===== src/rtl/jacm_pkg.sv =====
// Shared widths, limits and register indexes of the joystick axis map unit.
// No dependencies; used by the top level and its checker.
package jacm_pkg;

  localparam int unsigned SAMPLE_BITS = 12;

  localparam int unsigned DEG_W  = 8;
  localparam int unsigned YAW_W  = 9;
  localparam int unsigned DIFF_W = SAMPLE_BITS + 1;
  localparam int unsigned PROD_W = DIFF_W + 7;
  localparam int unsigned NUM_W  = PROD_W - 1;
  localparam int unsigned DEN_W  = SAMPLE_BITS + 1;
  localparam int unsigned SUM_W  = PROD_W + 1;
  localparam int unsigned CNT_W  = $clog2(NUM_W + 1);

  localparam int unsigned CFG_IDX_W = 3;

  localparam int unsigned IN_FIELDS_W  = 2 * SAMPLE_BITS + 1;
  localparam int unsigned IN_TDATA_W   = ((IN_FIELDS_W + 7) / 8) * 8;
  localparam int unsigned OUT_FIELDS_W = 2 * DEG_W + YAW_W;
  localparam int unsigned OUT_TDATA_W  = ((OUT_FIELDS_W + 7) / 8) * 8;

  localparam int DEG_LIMIT    = 90;
  localparam int HEADING_STEP = 15;
  localparam int HEADING_WRAP = 360;
  localparam int HEADING_MAX  = HEADING_WRAP - HEADING_STEP;

  localparam logic [SAMPLE_BITS-1:0] LOW_RST    = '0;
  localparam logic [SAMPLE_BITS-1:0] CENTER_RST = SAMPLE_BITS'(2048);
  localparam logic [SAMPLE_BITS-1:0] HIGH_RST   = SAMPLE_BITS'(4095);

  typedef enum logic [CFG_IDX_W-1:0] {
    REG_X_LOW    = 3'd0,
    REG_X_CENTER = 3'd1,
    REG_X_HIGH   = 3'd2,
    REG_Y_LOW    = 3'd3,
    REG_Y_CENTER = 3'd4,
    REG_Y_HIGH   = 3'd5
  } cfg_reg_e;

endpackage


===== src/rtl/joystick_axis_calibrated_map_unit.sv =====
// Joystick axis map unit: piecewise linear map of two axes around a calibrated
// center, plus a button-stepped heading. Depends on jacm_pkg.
//
//   channel  dir  handshake                      payload
//   s_axis   in   s_axis_tvalid / s_axis_tready  x_sample, y_sample, button_level
//   m_axis   out  m_axis_tvalid / m_axis_tready  roll, pitch, yaw
//   cfg      in   cfg_valid_i / cfg_ready_o      cfg_index_i, cfg_data_i
//
// Each item runs the accept, then per axis a setup state, the shared restoring
// divider (one quotient bit per divide step) and a finish state; the finish of
// the y axis loads roll, pitch and yaw into the output register.
// A new item is taken while the last result waits in the output register; a
// full output register holds the finish of the next item.
// Reset loads the calibration defaults and clears heading and button history.
// Config writes are taken every cycle.
module joystick_axis_calibrated_map_unit (
  input  logic                             clk_i,
  input  logic                             rst_ni,
  input  logic                             s_axis_tvalid,
  output logic                             s_axis_tready,
  // x_sample, y_sample, button_level
  input  logic [jacm_pkg::IN_TDATA_W-1:0]  s_axis_tdata,
  output logic                             m_axis_tvalid,
  input  logic                             m_axis_tready,
  // roll, pitch, yaw
  output logic [jacm_pkg::OUT_TDATA_W-1:0] m_axis_tdata,
  input  logic                             cfg_valid_i,
  output logic                             cfg_ready_o,
  input  logic [jacm_pkg::CFG_IDX_W-1:0]   cfg_index_i,
  input  logic [jacm_pkg::SAMPLE_BITS-1:0] cfg_data_i
);
  import jacm_pkg::*;

  typedef enum logic [1:0] {
    ST_IDLE,
    ST_SETUP,
    ST_DIV,
    ST_FIN
  } state_e;

  state_e                   state_q;
  logic                     axis_q;
  logic [CNT_W-1:0]         cnt_q;
  logic [SAMPLE_BITS-1:0]   x_samp_q, y_samp_q;
  logic [SAMPLE_BITS-1:0]   x_low_q, x_center_q, x_high_q;
  logic [SAMPLE_BITS-1:0]   y_low_q, y_center_q, y_high_q;
  logic                     prev_btn_q;
  logic [YAW_W-1:0]         heading_q;
  logic [NUM_W-1:0]         num_q;
  logic [DEN_W-1:0]         rem_q, den_q;
  logic                     qneg_q, zero_q, lower_q;
  logic signed [DEG_W-1:0]  roll_q;
  logic                     out_valid_q;
  logic signed [DEG_W-1:0]  out_roll_q, out_pitch_q;
  logic [YAW_W-1:0]         out_yaw_q;

  logic                     in_fire;
  logic [SAMPLE_BITS-1:0]   in_x, in_y;
  logic                     in_btn;
  logic [YAW_W-1:0]         heading_step, heading_d;

  logic [SAMPLE_BITS-1:0]   samp, lo, ctr, hi;
  logic                     lower;
  logic signed [DIFF_W-1:0] diff_lo, den_lo, diff_hi, den_hi, diff, den;
  logic signed [PROD_W-1:0] prod;
  logic [NUM_W-1:0]         num_mag;
  logic [DEN_W-1:0]         den_mag;

  logic [DEN_W:0]           rem_sh;
  logic                     ge;
  logic [DEN_W-1:0]         rem_d;

  logic signed [PROD_W-1:0] q_ext, q_s;
  logic signed [SUM_W-1:0]  sum, base;
  logic signed [DEG_W-1:0]  mapped;
  logic                     out_free;
  logic                     out_load;

  localparam logic signed [SUM_W-1:0] LIM_POS = SUM_W'(DEG_LIMIT);
  localparam logic signed [SUM_W-1:0] LIM_NEG = -SUM_W'(DEG_LIMIT);

  assign cfg_ready_o   = 1'b1;
  assign s_axis_tready = (state_q == ST_IDLE);
  assign in_fire       = s_axis_tvalid && s_axis_tready;
  assign in_x          = s_axis_tdata[SAMPLE_BITS-1:0];
  assign in_y          = s_axis_tdata[2*SAMPLE_BITS-1:SAMPLE_BITS];
  assign in_btn        = s_axis_tdata[2*SAMPLE_BITS];

  assign m_axis_tvalid = out_valid_q;
  assign m_axis_tdata  = {{(OUT_TDATA_W-OUT_FIELDS_W){1'b0}},
                          out_yaw_q, out_pitch_q, out_roll_q};
  assign out_free      = !out_valid_q || m_axis_tready;
  assign out_load      = (state_q == ST_FIN) && axis_q && out_free;

  // heading advance on a falling button edge
  always_comb begin
    heading_step = heading_q + YAW_W'(HEADING_STEP);
    heading_d    = heading_q;
    if (prev_btn_q && !in_btn) begin
      heading_d = (heading_step >= YAW_W'(HEADING_WRAP)) ?
                  heading_step - YAW_W'(HEADING_WRAP) : heading_step;
    end
  end

  // segment select, numerator and divisor of the current axis
  always_comb begin
    samp    = axis_q ? y_samp_q   : x_samp_q;
    lo      = axis_q ? y_low_q    : x_low_q;
    ctr     = axis_q ? y_center_q : x_center_q;
    hi      = axis_q ? y_high_q   : x_high_q;
    lower   = (samp <= ctr);
    diff_lo = $signed({1'b0, samp}) - $signed({1'b0, lo});
    den_lo  = $signed({1'b0, ctr})  - $signed({1'b0, lo});
    diff_hi = $signed({1'b0, samp}) - $signed({1'b0, ctr}) - DIFF_W'(1);
    den_hi  = $signed({1'b0, hi})   - $signed({1'b0, ctr}) - DIFF_W'(1);
    diff    = lower ? diff_lo : diff_hi;
    den     = lower ? den_lo  : den_hi;
    prod    = PROD_W'(diff) * PROD_W'(DEG_LIMIT);
    num_mag = prod[PROD_W-1] ? NUM_W'(-prod) : NUM_W'(prod);
    den_mag = den[DIFF_W-1]  ? DEN_W'(-den)  : DEN_W'(den);
  end

  // one restoring divide step
  always_comb begin
    rem_sh = {rem_q, num_q[NUM_W-1]};
    ge     = (rem_sh >= {1'b0, den_q});
    rem_d  = ge ? DEN_W'(rem_sh - {1'b0, den_q}) : DEN_W'(rem_sh);
  end

  // sign, offset and clamp
  always_comb begin
    q_ext = $signed({1'b0, num_q});
    q_s   = qneg_q ? -q_ext : q_ext;
    base  = lower_q ? LIM_NEG : '0;
    sum   = SUM_W'(q_s) + base;
    priority if (zero_q) begin
      mapped = '0;
    end else if (sum > LIM_POS) begin
      mapped = DEG_W'(LIM_POS);
    end else if (sum < LIM_NEG) begin
      mapped = DEG_W'(LIM_NEG);
    end else begin
      mapped = DEG_W'(sum);
    end
  end

  always_ff @(posedge clk_i or negedge rst_ni) begin
    if (!rst_ni) begin
      x_low_q    <= LOW_RST;
      x_center_q <= CENTER_RST;
      x_high_q   <= HIGH_RST;
      y_low_q    <= LOW_RST;
      y_center_q <= CENTER_RST;
      y_high_q   <= HIGH_RST;
    end else if (cfg_valid_i) begin
      unique case (cfg_reg_e'(cfg_index_i))
        REG_X_LOW:    x_low_q    <= cfg_data_i;
        REG_X_CENTER: x_center_q <= cfg_data_i;
        REG_X_HIGH:   x_high_q   <= cfg_data_i;
        REG_Y_LOW:    y_low_q    <= cfg_data_i;
        REG_Y_CENTER: y_center_q <= cfg_data_i;
        REG_Y_HIGH:   y_high_q   <= cfg_data_i;
        default: ;
      endcase
    end
  end

  always_ff @(posedge clk_i or negedge rst_ni) begin
    if (!rst_ni) begin
      state_q     <= ST_IDLE;
      axis_q      <= 1'b0;
      cnt_q       <= '0;
      prev_btn_q  <= 1'b0;
      heading_q   <= '0;
      out_valid_q <= 1'b0;
      out_roll_q  <= '0;
      out_pitch_q <= '0;
      out_yaw_q   <= '0;
    end else begin
      if (out_load) begin
        out_valid_q <= 1'b1;
      end else if (m_axis_tready) begin
        out_valid_q <= 1'b0;
      end
      unique case (state_q)
        ST_IDLE: begin
          if (in_fire) begin
            prev_btn_q <= in_btn;
            heading_q  <= heading_d;
            axis_q     <= 1'b0;
            state_q    <= ST_SETUP;
          end
        end
        ST_SETUP: begin
          cnt_q   <= CNT_W'(NUM_W - 1);
          state_q <= ST_DIV;
        end
        ST_DIV: begin
          cnt_q <= cnt_q - CNT_W'(1);
          if (cnt_q == '0) begin
            state_q <= ST_FIN;
          end
        end
        ST_FIN: begin
          if (!axis_q) begin
            axis_q  <= 1'b1;
            state_q <= ST_SETUP;
          end else if (out_free) begin
            out_roll_q  <= roll_q;
            out_pitch_q <= mapped;
            out_yaw_q   <= heading_q;
            state_q     <= ST_IDLE;
          end
        end
        default: state_q <= ST_IDLE;
      endcase
    end
  end

  always_ff @(posedge clk_i) begin
    if (in_fire) begin
      x_samp_q <= in_x;
      y_samp_q <= in_y;
    end
    if (state_q == ST_SETUP) begin
      num_q   <= num_mag;
      den_q   <= den_mag;
      rem_q   <= '0;
      qneg_q  <= prod[PROD_W-1] ^ den[DIFF_W-1];
      zero_q  <= (den == '0);
      lower_q <= lower;
    end else if (state_q == ST_DIV) begin
      num_q <= {num_q[NUM_W-2:0], ge};
      rem_q <= rem_d;
    end
    if (state_q == ST_FIN && !axis_q) begin
      roll_q <= mapped;
    end
  end

endmodule


===== config.mk =====
export PLATFORM = sky130hd
export DESIGN_NAME = joystick_axis_calibrated_map_unit
export DESIGN_NICKNAME = d
export VERILOG_FILES = /design/src/rtl/jacm_pkg.sv /design/src/rtl/joystick_axis_calibrated_map_unit.sv
export SDC_FILE = /design/constraint.sdc
export NUM_CORES = 1
export LEC_CHECK = 0
export BUFFER_PORTS_ARGS = -buffer_cell sky130_fd_sc_hd__buf_2
export CORE_UTILIZATION = 50
export CTS_BUF_LIST = sky130_fd_sc_hd__clkbuf_8
export CTS_CLUSTER_DIAMETER = 200
export DETAILED_ROUTE_END_ITERATION = 8
export PLACE_DENSITY = 0.67
export RECOVER_POWER = 100
export SLEW_MARGIN = 20
export SYNTH_ARGS = -nofsm -noshare
export SYNTH_HDL_FRONTEND = slang
export SYNTH_SLANG_ARGS = --single-unit

===== constraint.sdc =====
create_clock -name clk_i -period 11 [get_ports clk_i]
set_input_delay 1.1 -clock clk_i [delete_from_list [all_inputs] [get_ports clk_i]]
set_output_delay 1.1 -clock clk_i [all_outputs]
set_load 0.01 [all_outputs]

## Yosys cells after proc, flatten, opt, wreduce, memory -nomap -nowiden

Cells that the tools add are included.

| storage, ports and cells | value |
|---|---|
| flip-flop bits (word level) | 196 |
| input port bits | 52 |
| output and inout port bits | 35 |
| word-level logic and storage cells | 111 |

| cells by class | value |
|---|---|
| add/subtract/negate cells | 14 |
| multipliers | 1 |
| $lt $le $gt $ge | 5 |
| equal/unequal tests | 11 |
| mux-type cells | 27 |
| bitwise operators | 1 |
| reductions and logical operators | 27 |

Operators by type and width:

| operator | number |
|---|---|
| 2-to-1 mux 12 bit | 5 |
| 2-to-1 mux 19 bit | 3 |
| subtractor 12 x 12 -> 13 bit | 4 |
| 2-to-1 mux 13 bit | 3 |
| subtractor 13 x 2 -> 13 bit (second input constant) | 2 |
| 2-to-1 mux 8 bit | 3 |
| adder 20 x 21 -> 21 bit | 1 |
| > comparator 21 x 8 -> 1 bit (second input constant) | 1 |
| less-than comparator 21 x 8 -> 1 bit (second input constant) | 1 |
| 2-to-1 mux 21 bit | 1 |
| 2-to-1 mux 20 bit | 1 |
| negator 19 -> 20 bit | 1 |
| multiplier 13 x 7 -> 19 bit (second input constant) | 1 |
| negator 19 bit | 1 |
| AND reduction 2 bit | 8 |
| >= comparator 14 x 13 -> 1 bit | 1 |
| zero test 13 bit | 1 |
| negator 13 bit | 1 |
| subtractor 13 bit | 1 |
| <= comparator 12 bit | 1 |
| one-hot mux 5 bit (2 select lines) | 1 |
| adder 9 x 4 -> 9 bit (second input constant) | 1 |
| >= comparator 9 bit (second input constant) | 1 |
| 2-to-1 mux 9 bit | 1 |
| other kinds (23) | 41 |

## Depth between registers and ports, before layout

Gate-level depths: netlist of the first run.

| logic depth | value |
|---|---|
| word-level depth | 8 |
| gate-level depth with buffers | 36 |
| depth with buffers taken out | 32 |

## Least setup slack after synthesis of the first run

Ideal clock, no wire load.

| timing | value |
|---|---|
| path kind | flip-flop to flip-flop |
| from | reg axis_q |
| to | reg num_q[17] (data pin) |
| setup time | 258 ps |
| data arrival time | 7,963 ps |
| data required time | 10,742 ps |
| path slack | 2,779 ps |
| stages on the path, launching flop included | 31 |
| path buffers | 6 |
| period minus slack after synthesis | 8,221 ps |
| path through | dfrtp_1 > clkbuf_1 > clkbuf_1 > mux2_2 > ha_1 > buf_2 > nand4_1 > or2_0 > a21oi_1 > o21a_1 > buf_2 > buf_1 > clkbuf_1 > mux2_2 > ha_1 > ha_1 > fa_1 > inv_1 > fa_1 > inv_1 > ha_1 > or3_1 > o22ai_1 > nand2b_1 > xor2_1 > o21ai_0 > or3_1 > or3_1 > or4_1 > a31oi_1 > o2bb2ai_1 |

| between the ends | value |
|---|---|
| longest elaborated chain between the ends | 8 |
| elaborated cells between the ends (all ways) | 12 |
| classes of those cells | 4 x add/sub; 1 x mul; 1 x order compare; 6 x mux |

RTL lines:

| element | RTL line | source |
|---|---|---|
| start: declaration | joystick_axis_calibrated_map_unit.sv:42 | `logic axis_q;` |
| start signal: assignment | joystick_axis_calibrated_map_unit.sv:171 | `axis_q <= 1'b0;` |
| start signal: assignment | joystick_axis_calibrated_map_unit.sv:190 | `axis_q <= 1'b0;` |
| start signal: assignment | joystick_axis_calibrated_map_unit.sv:206 | `axis_q <= 1'b1;` |
| 2-to-1 mux 12 bit (on tied branches) | joystick_axis_calibrated_map_unit.sv:107, joystick_axis_calibrated_map_unit.sv:109 |  |
| subtractor 12 x 12 -> 13 bit | joystick_axis_calibrated_map_unit.sv:114 | `diff_hi = $signed({1'b0, samp}) - $signed({1'b0, ctr}) - DIFF_W'(1);` |
| subtractor 13 x 2 -> 13 bit | joystick_axis_calibrated_map_unit.sv:114 |  |
| 2-to-1 mux 13 bit * | joystick_axis_calibrated_map_unit.sv:116 | `diff = lower ? diff_lo : diff_hi;` |
| multiplier 13 x 7 -> 19 bit * | joystick_axis_calibrated_map_unit.sv:118 | `prod = PROD_W'(diff) * PROD_W'(DEG_LIMIT);` |
| negator 19 bit | joystick_axis_calibrated_map_unit.sv:119 | `num_mag = prod[PROD_W-1] ? NUM_W'(-prod) : NUM_W'(prod);` |
| 2-to-1 mux 19 bit * | joystick_axis_calibrated_map_unit.sv:119 |  |
| 2-to-1 mux 19 bit * | joystick_axis_calibrated_map_unit.sv:225 | `if (state_q == ST_SETUP) begin` |
| end signal: assignment | joystick_axis_calibrated_map_unit.sv:226 | `num_q <= num_mag;` |
| end signal: assignment | joystick_axis_calibrated_map_unit.sv:233 | `num_q <= {num_q[NUM_W-2:0], ge};` |
| end: declaration | joystick_axis_calibrated_map_unit.sv:49 | `logic [NUM_W-1:0] num_q;` |

Mark *: on every way between the ends. The rest lies on a longest branch, timed or not.
A chain may end at the register's enable or synchronous reset.

## Worst setup path in the final report of the first run

| timing | value |
|---|---|
| from | reg axis_q |
| to | reg num_q[10] (data pin) |

The elaborated chain is that of the path after synthesis.

==> run_results.csv, run 1 <==
group,metric,value,unit
setup_path,crit_required,11140,ps
clock_network,cts_tree,"built",
synthesis,synth_cell_types,83,
die,die-area,0.0318,mm²
clock_network,post_cts_buffers,0,
global_routing,grt_pass1_vias,11300,
die,die_w,178,µm
setup_path,cpPeakStageDelay,1000,ps
synthesis,synth_edf_count,67,
run_status,violations,"capacitance limit, slew limit",
finish,layout_commonest_cell,"inv_1",
timing,rsz0062_at_grt,"no",
finish,final_core_util,54.3,%
setup_path,path_class,"flop to flop",
timing,worstMarginPinSlew,3890,ps
finish,nets,1907,
synthesis,synthFlopType,"dfrtp_1",
finish,layout.cells.non_filler,2103,
clock_network,ctsHtreeMaxLevel,4,
drt,wirelength,33300,µm
drt,vias_per_cell,5.69,
die,die_h,178,µm
clock_network,clockRootBuffer,"clkbuf_8",
timing,drv_slew,192,
place,place_hpwl,25600,µm
clock_network,path_clk_slew,110,ps
synthesis,synth-seq-cells,196,
finish,antenna_cells,0,
clock_network,ctsHoldBuffers,0,
drt,antenna_left,0,
clock_network,ctsResizeCount,0,
timing,fmax,106,MHz
run,max_cap_violations,4,
drt,routedWlPerCell,15.8,µm
worst_hold_path,hp-start,"roll_q[7]",
synthesis,yosysWarnings,0,
timing,fin_ws,1560,ps
global_routing,grt_first_pass_wirelength,54500,µm
die,start_util,50.9,%
synthesis,synth_area_leaders,"dfrtp_1 14%, edfxtp_1 13%, ha_1 11%, mux2_2 7.5%, dfstp_2 4.4%",
timing,tns,0,ps
timing,finalCriticalPeriod,9440,ps
die,core,0.0306,mm²
synthesis,async_flop_share,59.2,%
setup_path,cp-end-kind,"flop",
global_routing,grt_max_degree,76,
timing,hold_viol_final,0,
finish,area_delta_synth_final,6.69,%
clock_network,clockBufferDepth,2,
finish,drive_gt1_share,13.0,%
global_routing,grt_usage,21.5,%
run_status,status,"finished with violations",
setup_path,crit-reg2reg-launch,"axis_q",
setup_path,cp-startpoint,"axis_q",
global_routing,overflow,0,
setup_path,cp_common_cell,"ha_1",
drt,dr_total_vias,12000,
synthesis,synth_top_cell_area_share,14.5,%
global_routing,antenna_found_initial,0,
setup_path,cp_num_buf_inv,3,
setup_path,arrival,9590,ps
place,gp_congestion,0.900,
timing,timing.final.crit_share,85.8,%
setup_path,path_max_fanout,33,
setup_path,slowest_stage,"dfrtp_2",
drt,drc,0,
synthesis,netlist_area,0.0156,mm²
worst_hold_path,hp-class,"flop to flop",
synthesis,synth.avg_cell_area,9.46,µm²
timing,setup_viol,0,
finish,layout_common_cells,"140 x inv_1, 133 x ha_1, 127 x nand2_1",
setup_path,r2r_slack,1560,ps
timing,fin_skew,18.9,ps
drt,drt_iter0_markers,826,
setup_path,crit_family,"compound AO/OA/AOI/OAI gates",
die,num_rows,64,
place,portBuffers,71,
clock_network,clock-sinks,196,
synthesis,synth_top_area_cell,"dfrtp_1",
drt,firstDrtPassIters,5,
synthesis,ys_seq_area_share,33.5,%
timing,relSlewSlack,-159,%
clock_network,clk_latency,500,ps
place,post-place-ws,1670,ps
place,post-place-cells,2070,
clock_network,cts_buffers,17,
die,io_pins,87,
synthesis,postSynthCellCount,1646,
setup_path,critPathLaunchType,"flop",
[cell usage after synthesis (23+ instances only)]
library cell,count
dfstp_2,26
dfrtp_1,90
edfxtp_1,67
nor2_1,99
nand3_1,43
xnor2_1,67
nand2_1,127
fa_1,28
nor3_1,30
a21o_1,34
ha_1,133
clkbuf_1,41
mux2_2,103
a21oi_1,85
o21ai_0,91
inv_1,141
mux2i_1,41
xor2_1,38
a31oi_1,23
[final cells by class]
cell class	count	area, µm²
timing repair buffer	84	393
sequential	196	5210
inverter	142	533
multi-input combinational	1253	9560
clock inverter	15	185
fill	2805	14000
tap	396	495
clock buffer	17	234
[kinds of logic after synthesis]
logic type	Yosys count	synth area share, %
simple gates	448	14.5
compound gates	386	16.3
buf+inv	203	5.20
flops	196	33.5
fa+ha+maj	161	14.3
mux	144	10.1
xor+xnor	106	6.05
other cells	2	0.0483
[tightest hold or removal path, stage by stage (launching register included)]
cell	delay [ps]
edfxtp_1	340
nand2_1	40
nand2_1	50
[path summary, 6_finish.rpt]
kind,depth (start not counted),end
max,26,num_q[10]
min,2,out_roll_q[7]
max reg2reg,26,num_q[10]
min reg2reg,2,out_roll_q[7]
max in group asynchronous,2,axis_q
min in group asynchronous,1,out_pitch_q[1]
[state kept, by name, summed over array words and instances, names as in the netlist, 9 cells and up]
| register | cells |
|---|---|
| num_q | 19 |
| den_q | 13 |
| rem_q | 13 |
| x_center_q | 12 |
| x_high_q | 12 |
| x_low_q | 12 |
| x_samp_q | 12 |
| y_center_q | 12 |
| y_high_q | 12 |
| y_low_q | 12 |
| y_samp_q | 12 |
| heading_q | 9 |
| out_yaw_q | 9 |
[per-stage QoR]
stage | area, µm² | hold slack, ps
2_1_floorplan | 15600 | 415
3_3_place_gp | 16300 | 420
3_5_place_dp | 16300 | 429
4_1_cts | 16700 | 454
5_1_grt | 16600 | 472
6_report | 16600 | 453
[layer usage]
metal  track usage [%]  routed length [µm]
met4              6.18                 481
met3              2.73                1010
met1              27.5               15600
met2              37.6               16200
met5                 0                   0
Power of run 1 is left out: the tool's default activity adds up to more than one toggle a clock period on the data nets, which glitch-free logic cannot reach.
==> inputs of run 2 (changes only) <==
--- a/config.mk
+++ b/config.mk
@@ -5,12 +5,12 @@
 export SDC_FILE = /design/constraint.sdc
 export NUM_CORES = 1
 export LEC_CHECK = 0
+export ABC_AREA = 1
 export BUFFER_PORTS_ARGS = -buffer_cell sky130_fd_sc_hd__buf_2
-export CORE_UTILIZATION = 50
+export CORE_UTILIZATION = 44
 export CTS_BUF_LIST = sky130_fd_sc_hd__clkbuf_8
 export CTS_CLUSTER_DIAMETER = 200
 export DETAILED_ROUTE_END_ITERATION = 8
-export PLACE_DENSITY = 0.67
 export RECOVER_POWER = 100
 export SLEW_MARGIN = 20
 export SYNTH_ARGS = -nofsm -noshare
==> run 2 against run 1 <==
Net effect: the flow still finishes with violations (capacitance limit, slew limit); flip-flop and latch count unchanged; setup slack improved by 570 ps; area after synthesis down 0.57%; via count up 8.5%; maximum frequency is 6.4% higher; synthesized cell count is 27% higher; count of clock-buffer cells in the layout stayed put; non-clock buffer count shrank 8.
==> run_results.csv, run 2 <==
group,metric,value,unit
finish,nets,2349,
setup_path,path_class,"flop to flop",
synthesis,synth_cell_types,49,
timing,setup_viol,0,
timing,timing.final.crit_share,80.7,%
clock_network,cts_buffers,17,
synthesis,synth-seq-cells,196,
drt,vias_per_cell,4.98,
synthesis,synthFlopType,"dfrtp_1",
timing,fmax,113,MHz
global_routing,grt_pass1_vias,12400,
die,start_util,44.8,%
finish,ff_latch_area,0.00521,mm²
timing,finalCriticalPeriod,8870,ps
setup_path,arrival,9140,ps
synthesis,netlist_area,0.0155,mm²
finish,drive_gt1_share,6.79,%
synthesis,yosysMostFrequentCell,"nand2_1",
finish,nFillCells,3534,
run_status,violations,"capacitance limit, slew limit",
setup_path,r2r_slack,2130,ps
timing,fin_skew,25.1,ps
global_routing,grt_first_pass_wirelength,58800,µm
setup_path,critPathLaunchType,"flop",
synthesis,postSynthCellCount,2090,
setup_path,ff2ff_path_depth,32,
place,gp_congestion,0.892,
global_routing,grt_max_degree,76,
synthesis,async_flop_share,59.2,%
drt,drc,0,
timing,tns,0,ps
drt,firstDrtPassIters,5,
finish,multiInputGateArea,0.00897,mm²
finish,layout_commonest_cell,"nand2_1",
clock_network,ctsHtreeMaxLevel,4,
clock_network,post_cts_buffers,0,
die,num_rows,68,
global_routing,antenna_found_initial,0,
die,die_h,190,µm
drt,routedWlPerCell,13.3,µm
drt,dr_total_vias,13000,
clock_network,cts_tree,"built",
synthesis,synth_top_area_cell,"nand2_1",
finish,reg.largest.list,"num_q: 19 flops, den_q: 13 flops, rem_q: 13 flops",
clock_network,path_clk_slew,120,ps
clock_network,clockBufferDepth,2,
finish,layout_common_cells,"634 x nand2_1, 267 x inv_1, 189 x o21ai_0",
setup_path,cp-end-kind,"flop",
die,io_pins,87,
global_routing,grt_usage,20.0,%
die,die-area,0.0359,mm²
synthesis,synth_top_cell_area_share,15.3,%
setup_path,cp-startpoint,"axis_q",
timing,drv_slew,169,
run,max_cap_violations,3,
clock_network,clockRootBuffer,"clkbuf_8",
synthesis,synth_edf_count,67,
run_status,status,"finished with violations",
finish,antenna_cells,0,
timing,hold_viol_final,0,
clock_network,ctsHoldBuffers,0,
timing,rsz0062_at_grt,"no",
drt,wirelength,34600,µm
global_routing,overflow,0,
clock_network,clk_latency,520,ps
place,portBuffers,71,
drt,antenna_left,0,
finish,regMostFlops,"num_q",
finish,area_delta_synth_final,7.04,%
synthesis,synth_area_leaders,"nand2_1 15%, dfrtp_1 15%, edfxtp_1 13%, ha_1 11%, inv_1 6.5%",
setup_path,worstReg2RegEnd,"num_q[17]",
setup_path,crit_end,"num_q[17]",
clock_network,clock-sinks,196,
setup_path,cp_common_cell,"nand2_1",
die,core,0.0345,mm²
die,die_w,190,µm
drt,drt_iter0_markers,608,
timing,worstMarginPinSlew,4000,ps
setup_path,crit-reg2reg-launch,"axis_q",
setup_path,path_max_fanout,36,
synthesis,synth_commonest_cells,"630 x nand2_1, 267 x inv_1, 187 x o21ai_0",
synthesis,ys_seq_area_share,33.7,%
setup_path,crit_required,11260,ps
place,place_hpwl,27000,µm
setup_path,slowest_stage,"nand2_1",
synthesis,yosysWarnings,0,
finish,largest_reg_flops,19,
worst_hold_path,hp-class,"flop to flop",
synthesis,synth.avg_cell_area,7.40,µm²
setup_path,cpPeakStageDelay,900,ps
timing,relSlewSlack,-167,%
clock_network,ctsResizeCount,0,
## run 2: changes by cell type after synthesis, sizes merged, moves of 18 or more
cell / change
nand2: +519
a21oi: +36
mux2: -103
or2: +18
a21o: -27
nor2b: -22
mux2i: -29
o31ai: -19
nand3: +51
inv: +129
xnor2: -32
o21ai: +96
nor2: +23
xor2: +21
## run 2: stage by stage
stage	utilization [%]	std cells	worst slack (ps)	instance area [µm²]	hold slack, ps
2_1_floorplan	-	2096	4170	15500	426
3_3_place_gp	46.9	2572	2940	16200	431
3_5_place_dp	46.9	2572	2980	16200	438
4_1_cts	48.2	2604	2930	16600	467
5_1_grt	48.0	2604	1280	16600	489
6_report	48.0	2604	2130	16600	463
## run 2: how the worst min path moves through the flow
stage                               end  slack (ps)  startpoint  cells after the start
final                     out_roll_q[6]         460   roll_q[6]                      2
after floorplan           out_roll_q[0]         430   roll_q[0]                      2
after global routing      out_roll_q[0]         490   roll_q[0]                      2
after detailed placement  out_roll_q[4]         440   roll_q[4]                      2
after CTS                 out_roll_q[4]         470   roll_q[4]                      2
after global placement    out_roll_q[4]         430   roll_q[4]                      2
## run 2: layer usage
metal | up-vias | global-route usage [%] | wire [µm]
li1 | 6855 | - | -
met3 | 28 | 2.60 | 954
met5 | - | 0 | 0
met2 | 183 | 34.6 | 16500
met4 | 0 | 4.81 | 431
met1 | 5912 | 26.5 | 16700
## run 2: final cells by class
cell class                      instances  area share [%]
Inverter                              272            6.18
Sequential cell                       196            31.4
Clock inverter                         15            1.31
Clock buffer                           17            1.41
Multi-Input combinational cell       1573            54.1
Tap cell                              455            3.44
Timing Repair Buffer                   76            2.08
## run 2: cells by family after synthesis
logic type	synth area share, %
adder cells (fa/ha/maj)	14.4
AND/OR/NAND/NOR	25.6
AO/OA/AOI/OAI	11.8
buffers and inverters	8.35
other	0.0485
XOR/XNOR	5.32
multiplexers	0.800
flip-flops	33.7
## run 2: worst max-delay path, delay by kind of cell, from the launching register on
kind	cells	cell delay, ps
flip-flops	1	780
XOR/XNOR	2	450
AND/OR/NAND/NOR	15	2960
adder cells (fa/ha/maj)	5	2030
AO/OA/AOI/OAI	4	1060
buffers and inverters	6	1330
Power of run 2 is left out for the same reason.
